File: config.mk
export PLATFORM = sky130hd
export DESIGN_NAME = string_escape_decoder_unit_flat
export DESIGN_NICKNAME = d
export VERILOG_FILES = /design/src/hdl/sed_pkg.sv /design/src/hdl/sed_if.sv /design/src/hdl/string_escape_decoder_unit.sv /design/src/flat_wrapper.sv
export SDC_FILE = /design/constraint.sdc
export NUM_CORES = 1
export LEC_CHECK = 0
export ABC_AREA = 1
export BUFFER_PORTS_ARGS = -buffer_cell sky130_fd_sc_hd__buf_2
export CAP_MARGIN = 40
export CELL_PAD_IN_SITES_DETAIL_PLACEMENT = 0
export CELL_PAD_IN_SITES_GLOBAL_PLACEMENT = 1
export CORE_MARGIN = 2
export CORE_UTILIZATION = 40
export CTS_CLUSTER_SIZE = 28
export DETAILED_ROUTE_END_ITERATION = 16
export GPL_ROUTABILITY_DRIVEN = 0
export PLACE_DENSITY_LB_ADDON = 0.15
export SLEW_MARGIN = 15
export SYNTH_ARGS = -nofsm -noshare
export SYNTH_HDL_FRONTEND = slang
export SYNTH_SLANG_ARGS = --single-unit
File: constraint.sdc
create_clock -name clk -period 4 [get_ports clk]
set_input_delay 0 -clock clk [delete_from_list [all_inputs] [get_ports clk]]
set_output_delay 0 -clock clk [all_outputs]
set_load 0.01 [all_outputs]
File: src/hdl/sed_pkg.sv
// ----------------------------------------------------------------------------
// sed_pkg
// types, codes and helpers shared by the string escape decoder files
// ----------------------------------------------------------------------------
package sed_pkg;

    localparam logic [7:0] CHAR_BACKSLASH = 8'h5c;
    localparam logic [7:0] CHAR_DQUOTE    = 8'h22;
    localparam logic [7:0] CHAR_R         = 8'h72;
    localparam logic [7:0] CHAR_N         = 8'h6e;
    localparam logic [7:0] CHAR_ZERO      = 8'h30;
    localparam logic [7:0] CHAR_T         = 8'h74;
    localparam logic [7:0] CHAR_X         = 8'h78;

    localparam logic [7:0] BYTE_CR  = 8'h0d;
    localparam logic [7:0] BYTE_LF  = 8'h0a;
    localparam logic [7:0] BYTE_NUL = 8'h00;
    localparam logic [7:0] BYTE_TAB = 8'h09;

    typedef enum logic [1:0] {
        ST_OK       = 2'd0,
        ST_DANGLING = 2'd1,
        ST_BAD_HEX  = 2'd2,
        ST_UNKNOWN  = 2'd3
    } status_t;

    typedef enum logic [3:0] {
        MODE_NORMAL = 4'b0001,
        MODE_ESCAPE = 4'b0010,
        MODE_HEX_HI = 4'b0100,
        MODE_HEX_LO = 4'b1000
    } mode_t;

    typedef struct packed {
        logic [7:0] in_char;
        logic       is_final;
    } in_word_t;

    typedef struct packed {
        logic [7:0] out_byte;
        logic       byte_valid;
        status_t    status;
        logic       string_done;
    } out_word_t;

    // nibble value, bad flag set when the character is not a hex digit
    typedef struct packed {
        logic       bad;
        logic [3:0] value;
    } hex_digit_t;

    function automatic hex_digit_t hex_decode(input logic [7:0] c);
        hex_digit_t d;
        d.bad   = 1'b0;
        d.value = 4'd0;
        if (c >= 8'h30 && c <= 8'h39)
        begin
            d.value = c[3:0];
        end
        else if ((c >= 8'h61 && c <= 8'h66) || (c >= 8'h41 && c <= 8'h46))
        begin
            d.value = c[3:0] + 4'd9;
        end
        else
        begin
            d.bad = 1'b1;
        end
        return d;
    endfunction

endpackage

File: src/hdl/sed_if.sv
// ----------------------------------------------------------------------------
// sed_if
// valid/ready channels carrying character words in and decoded words out
// ----------------------------------------------------------------------------
interface sed_in_if
    import sed_pkg::*;
(
    input logic clk
);
    logic       valid;
    logic       ready;
    logic [7:0] in_char;
    logic       is_final;

    modport source (output valid, output in_char, output is_final, input ready);
    modport sink   (input valid, input in_char, input is_final, output ready);
endinterface

interface sed_out_if
    import sed_pkg::*;
(
    input logic clk
);
    logic       valid;
    logic       ready;
    logic [7:0] out_byte;
    logic       byte_valid;
    status_t    status;
    logic       string_done;

    modport source (output valid, output out_byte, output byte_valid, output status,
                    output string_done, input ready);
    modport sink   (input valid, input out_byte, input byte_valid, input status,
                    input string_done, output ready);
endinterface

File: src/hdl/string_escape_decoder_unit.sv
// ----------------------------------------------------------------------------
// string_escape_decoder_unit
// decodes backslash escapes of a string literal body, one character a cycle
// ----------------------------------------------------------------------------
// Takes one character word per clock while the output is not stalled: a
// word sits in the input register, is decoded against the escape mode
// register and lands in the result register. Words that complete nothing
// (a backslash, an "x", the first hex digit, characters after an error) give
// no output word. Status is reported once, on the word that fails; the word
// flagged is_final always closes the string with string_done and returns the
// decoder to its reset state. The output register may hold a word while the
// next one is accepted; backpressure holds the result register, and the input
// register fills with one more word and then holds as well.
module string_escape_decoder_unit
    import sed_pkg::*;
(
    input  logic      clk,
    input  logic      rst_n,
    sed_in_if.sink    in_ch,
    sed_out_if.source out_ch
);

    logic       in_valid_reg;
    in_word_t   in_word_reg;
    logic       out_valid_reg;
    out_word_t  out_word_reg;

    mode_t      mode_reg;
    mode_t      mode_next;
    logic [3:0] high_nibble_reg;
    logic [3:0] high_nibble_next;
    logic       high_bad_reg;
    logic       high_bad_next;
    logic       failed_reg;
    logic       failed_next;

    logic       advance;
    logic       emit;
    out_word_t  result;
    hex_digit_t digit;
    logic [7:0] dec_byte;
    logic       dec_valid;
    status_t    dec_status;

    assign advance      = !out_valid_reg || out_ch.ready;
    assign in_ch.ready  = !in_valid_reg || advance;
    assign digit        = hex_decode(in_word_reg.in_char);

    always_comb
    begin
        mode_next        = mode_reg;
        high_nibble_next = high_nibble_reg;
        high_bad_next    = high_bad_reg;
        failed_next      = failed_reg;
        dec_byte         = 8'd0;
        dec_valid        = 1'b0;
        dec_status       = ST_OK;
        if (!failed_reg)
        begin
            unique case (mode_reg)
                MODE_NORMAL:
                begin
                    if (in_word_reg.in_char == CHAR_BACKSLASH)
                    begin
                        if (in_word_reg.is_final)
                            dec_status = ST_DANGLING;
                        else
                            mode_next = MODE_ESCAPE;
                    end
                    else
                    begin
                        dec_byte  = in_word_reg.in_char;
                        dec_valid = 1'b1;
                    end
                end
                MODE_ESCAPE:
                begin
                    mode_next = MODE_NORMAL;
                    dec_valid = 1'b1;
                    unique case (in_word_reg.in_char)
                        CHAR_BACKSLASH: dec_byte = CHAR_BACKSLASH;
                        CHAR_DQUOTE:    dec_byte = CHAR_DQUOTE;
                        CHAR_R:         dec_byte = BYTE_CR;
                        CHAR_N:         dec_byte = BYTE_LF;
                        CHAR_ZERO:      dec_byte = BYTE_NUL;
                        CHAR_T:         dec_byte = BYTE_TAB;
                        CHAR_X:
                        begin
                            dec_valid = 1'b0;
                            if (in_word_reg.is_final)
                                dec_status = ST_DANGLING;
                            else
                                mode_next = MODE_HEX_HI;
                        end
                        default:
                        begin
                            dec_valid  = 1'b0;
                            dec_status = ST_UNKNOWN;
                        end
                    endcase
                end
                MODE_HEX_HI:
                begin
                    if (in_word_reg.is_final)
                    begin
                        dec_status = ST_DANGLING;
                    end
                    else
                    begin
                        high_nibble_next = digit.value;
                        high_bad_next    = digit.bad;
                        mode_next        = MODE_HEX_LO;
                    end
                end
                MODE_HEX_LO:
                begin
                    mode_next = MODE_NORMAL;
                    if (high_bad_reg || digit.bad)
                    begin
                        dec_status = ST_BAD_HEX;
                    end
                    else
                    begin
                        dec_byte  = {high_nibble_reg, digit.value};
                        dec_valid = 1'b1;
                    end
                end
                default:
                begin
                    mode_next = MODE_NORMAL;
                end
            endcase
            if (dec_status != ST_OK)
            begin
                failed_next = 1'b1;
                mode_next   = MODE_NORMAL;
            end
        end
        // end of string returns everything to reset
        if (in_word_reg.is_final)
        begin
            mode_next        = MODE_NORMAL;
            high_nibble_next = 4'd0;
            high_bad_next    = 1'b0;
            failed_next      = 1'b0;
        end
    end

    assign emit               = dec_valid || (dec_status != ST_OK) || in_word_reg.is_final;
    assign result.out_byte    = dec_byte;
    assign result.byte_valid  = dec_valid;
    assign result.status      = dec_status;
    assign result.string_done = in_word_reg.is_final;

    always_ff @(posedge clk or negedge rst_n)
    begin
        if (!rst_n)
        begin
            in_valid_reg    <= 1'b0;
            out_valid_reg   <= 1'b0;
            mode_reg        <= MODE_NORMAL;
            high_nibble_reg <= 4'd0;
            high_bad_reg    <= 1'b0;
            failed_reg      <= 1'b0;
        end
        else
        begin
            if (in_ch.ready)
                in_valid_reg <= in_ch.valid;
            if (advance)
                out_valid_reg <= in_valid_reg && emit;
            if (advance && in_valid_reg)
            begin
                mode_reg        <= mode_next;
                high_nibble_reg <= high_nibble_next;
                high_bad_reg    <= high_bad_next;
                failed_reg      <= failed_next;
            end
        end
    end

    always_ff @(posedge clk)
    begin
        if (in_ch.ready && in_ch.valid)
        begin
            in_word_reg.in_char  <= in_ch.in_char;
            in_word_reg.is_final <= in_ch.is_final;
        end
        if (advance && in_valid_reg && emit)
            out_word_reg <= result;
    end

    assign out_ch.valid       = out_valid_reg;
    assign out_ch.out_byte    = out_word_reg.out_byte;
    assign out_ch.byte_valid  = out_word_reg.byte_valid;
    assign out_ch.status      = out_word_reg.status;
    assign out_ch.string_done = out_word_reg.string_done;

endmodule

File: src/flat_wrapper.sv
// flat-port wrapper written by rule: the top's interface ports become plain ports
module string_escape_decoder_unit_flat import sed_pkg::*;
  (clk, rst_n, in_ch_valid, in_ch_in_char, in_ch_is_final, in_ch_ready, out_ch_valid, out_ch_out_byte, out_ch_byte_valid, out_ch_status, out_ch_string_done, out_ch_ready);
  sed_in_if in_ch_i (.clk(clk));
  sed_out_if out_ch_i (.clk(clk));
  input  logic clk;
  input  logic rst_n;
  input wire logic [$bits(in_ch_i.valid)-1:0] in_ch_valid;
  input wire logic [$bits(in_ch_i.in_char)-1:0] in_ch_in_char;
  input wire logic [$bits(in_ch_i.is_final)-1:0] in_ch_is_final;
  output wire logic [$bits(in_ch_i.ready)-1:0] in_ch_ready;
  output wire logic [$bits(out_ch_i.valid)-1:0] out_ch_valid;
  output wire logic [$bits(out_ch_i.out_byte)-1:0] out_ch_out_byte;
  output wire logic [$bits(out_ch_i.byte_valid)-1:0] out_ch_byte_valid;
  output wire logic [$bits(out_ch_i.status)-1:0] out_ch_status;
  output wire logic [$bits(out_ch_i.string_done)-1:0] out_ch_string_done;
  input wire logic [$bits(out_ch_i.ready)-1:0] out_ch_ready;
  assign in_ch_i.valid = in_ch_valid;
  assign in_ch_i.in_char = in_ch_in_char;
  assign in_ch_i.is_final = in_ch_is_final;
  assign in_ch_ready = in_ch_i.ready;
  assign out_ch_valid = out_ch_i.valid;
  assign out_ch_out_byte = out_ch_i.out_byte;
  assign out_ch_byte_valid = out_ch_i.byte_valid;
  assign out_ch_status = out_ch_i.status;
  assign out_ch_string_done = out_ch_i.string_done;
  assign out_ch_i.ready = out_ch_ready;
  string_escape_decoder_unit u_core (.clk(clk), .rst_n(rst_n), .in_ch(in_ch_i), .out_ch(out_ch_i));
endmodule
==> flow_metrics.tcl <==
set metrics [dict create \
    status "completed" \
    boundaryPins 27 \
    max_stage_delay_ns 0.44 \
    path_depth 11 \
    port_buffers 26 \
    required_ns 3.93 \
    finalCritPeriodShare_pct 64.51 \
    fmax_mhz 387.6 \
    yosysWarnings 0 \
    drt_pass1_iterations 4 \
    synth-edff-count 21 \
    drive_above_1_share_pct 26.54 \
    worst_pin_slew_ns 0.5600 \
    dpl.hpwl_um 3164 \
    grt_pass1_vias 1395 \
    finalWirelength_um 4065 \
    drv_slew 0 \
    critPathLaunch "u_core.in_word_reg[1]" \
    n_fill_cell 445 \
    ir_drop_v 0.0002622 \
    cap_violations 0 \
    finalSetupViolCount 0 \
    fin_util_pct 49.67 \
    grt-ovfl-total 0 \
    setup-tns-final_ns 0 \
    ys.flop_type "edfxtp_1" \
    numCtsBuffers 5 \
    netlist_area_um2 1949 \
    rr_worst_depth 11 \
    die_area_um2 5448 \
    hold_viol_final 0 \
    crit_chain "inv_1 -> ha_1 -> inv_1 -> nand3_1 -> nand4_4 -> nand2_4 -> nand3_2 -> nand3_1 -> nand2_1 -> nand3_2 -> and2_1" \
    largest_reg_flops 9 \
    cpMaxStageDelayCell "edfxtp_1" \
    final_antenna_net_count 0 \
    fin_crit_ns 2.580 \
    cp.arrival_ns 2.51 \
    vias 1521 \
    clk_latency_ns 0.29 \
    r2r_start "u_core.in_word_reg[1]" \
    rows 25 \
    die_h_um 73.81 \
    antenna_found_initial 0 \
    start_util_pct 41.27 \
    critical-path-top-delay-family "simple AND/OR/NAND/NOR gates" \
    cts_max_level 2 \
    syn-num-nets 235 \
    cts.sinks 33 \
    fp.dieW_um 73.81 \
    grt_usage_pct 16.36 \
    endpoint "u_core.out_ch.out_byte[5]" \
    finClkSkew_ns 0.008962 \
    cts_root_buf "clkbuf_8" \
    layout_common_cells "50 x nand2_1, 28 x inv_1, 26 x buf_2" \
    netlist_instances 218 \
    diodes 0 \
    worst_setup_path_end_kind "flop" \
    synth-seq-cells 33 \
    drt-initial-drc-count 65 \
    reg2reg_slack_ns 1.42 \
    hold_class "in -> reg" \
    synthToLayoutAreaGrowth_pct 20.35 \
    worstHoldStart "out_ch_ready" \
    p_total_w 0.0009645 \
    multi_input_area_um2 870.8 \
    async_flop_share_pct 36.36 \
    core_area_um2 4723 \
    synth-seq-area-share_pct 47.82 \
    relSlewSlack_pct 62.27 \
    cp-start-kind "flop" \
    layout_commonest_cell "nand2_1" \
    path_class "reg -> reg" \
    clk_pin_slew_worst_paths_ns 0.07 \
    power_density_nw_per_um2 411.1 \
    worstReg2RegEnd "u_core.out_ch.out_byte[5]" \
    tritoncts "built" \
    drt-wirelength-per-cell_um 12.43 \
    via_per_inst 4.651 \
    synthDistinctLibCells 31 \
    ctsResizeCount 0 \
    nets 276 \
    grt_max_degree 15 \
    syn_area_per_cell_um2 8.942 \
    grt_pass1_wl_um 6596 \
    ctsLongestPathBuffers 2 \
    drc 0 \
    power_leakage_nw 1.049 \
    register_area_um2 932.1 \
    path_buf_inv 2 \
    worst-path-max-fanout 12 \
    rsz0062_at_grt "no" \
]
[synthesized netlist by cell type, types with 2 or more instances]
master | number | share of area, %
a21oi_1 | 9 | 2.3
a31oi_1 | 3 | 0.96
buf_4 | 2 | 0.77
dfrtp_1 | 11 | 14
edfxtp_1 | 21 | 32
ha_1 | 4 | 2.6
inv_1 | 28 | 5.4
inv_2 | 6 | 1.2
nand2_1 | 50 | 9.6
nand2_2 | 5 | 1.6
nand2_4 | 5 | 2.9
nand3_1 | 15 | 3.9
nand3_2 | 2 | 1.0
nand3_4 | 3 | 2.7
nor2_1 | 20 | 3.9
nor2_2 | 5 | 1.6
nor2_4 | 6 | 3.5
o21ai_0 | 3 | 0.77
o22ai_1 | 6 | 1.9
xor2_1 | 3 | 1.3
[repair_timing]
action	in CTS	in global routing
setup buffers	0	0
endpoints found under the setup margin	0	0
endpoints found under the hold margin	22	0
hold buffers	11	0
[layer usage]
metal / up-vias / global-route usage (%) / wire, um
li1: 794 / - / -
met1: 668 / 22.12 / 1997
met2: 48 / 24.90 / 1775
met3: 11 / 4.115 / 198
met4: 0 / 6.869 / 93
met5: - / 0 / 0
[final cells by class]
cell class,count,area share [%]
flip-flops and latches,33,39.73
clock buffers,5,2.933
well taps,67,3.573
repair buffers,37,10.24
clock inverters,3,0.9600
inverters,34,5.440
multi-input cells,148,37.12
[how the worst min path moves through the flow]
stage	slack, ns	to	cells after the start
global placement	-0.10	u_core.mode_reg[1]	1
global route	0.03	u_core.in_valid_reg	4
CTS	0.002	u_core.out_ch.valid	4
detailed placement	-0.10	u_core.mode_reg[1]	1
floorplan	-0.30	u_core.failed_reg	0
finish	0.007	u_core.out_ch.valid	4
[tightest hold or removal path, stage by stage]
cell	delay, ns
buf_2	0.07
inv_1	0.04
nand2_1	0.08
nand2_1	0.06
[cell families after synthesis]
kind of cell / after synthesis / share of synthesized area (%)
xor gates and xnor gates: 3 / 1.348
adders and majority gates: 4 / 2.567
buffers and inverters: 37 / 7.509
DFF: 33 / 47.82
AOI/OAI and AO/OA: 26 / 8.024
and+or+nand+nor: 115 / 32.73
[through the flow]
stage,hold WS (ns),setup WS [ns],cell area [um^2],cells
finish,0.006767,1.420,2346,327
global route,0.03429,1.206,2346,327
CTS,0.002380,1.376,2346,327
detailed placement,-0.1038,1.398,2145,308
global placement,-0.1034,1.517,2145,308
floorplan,-0.2956,1.730,1949,218
[where the power goes]
part / switching (W) / leakage (nW) / internal [W]
clock: 0.000122 / 0.0364 / 0.000122
sequential: 0.0000319 / 0.362 / 0.000433
combinational: 0.000162 / 0.650 / 0.0000943
Note: power is estimated with default switching activity, not from simulation.
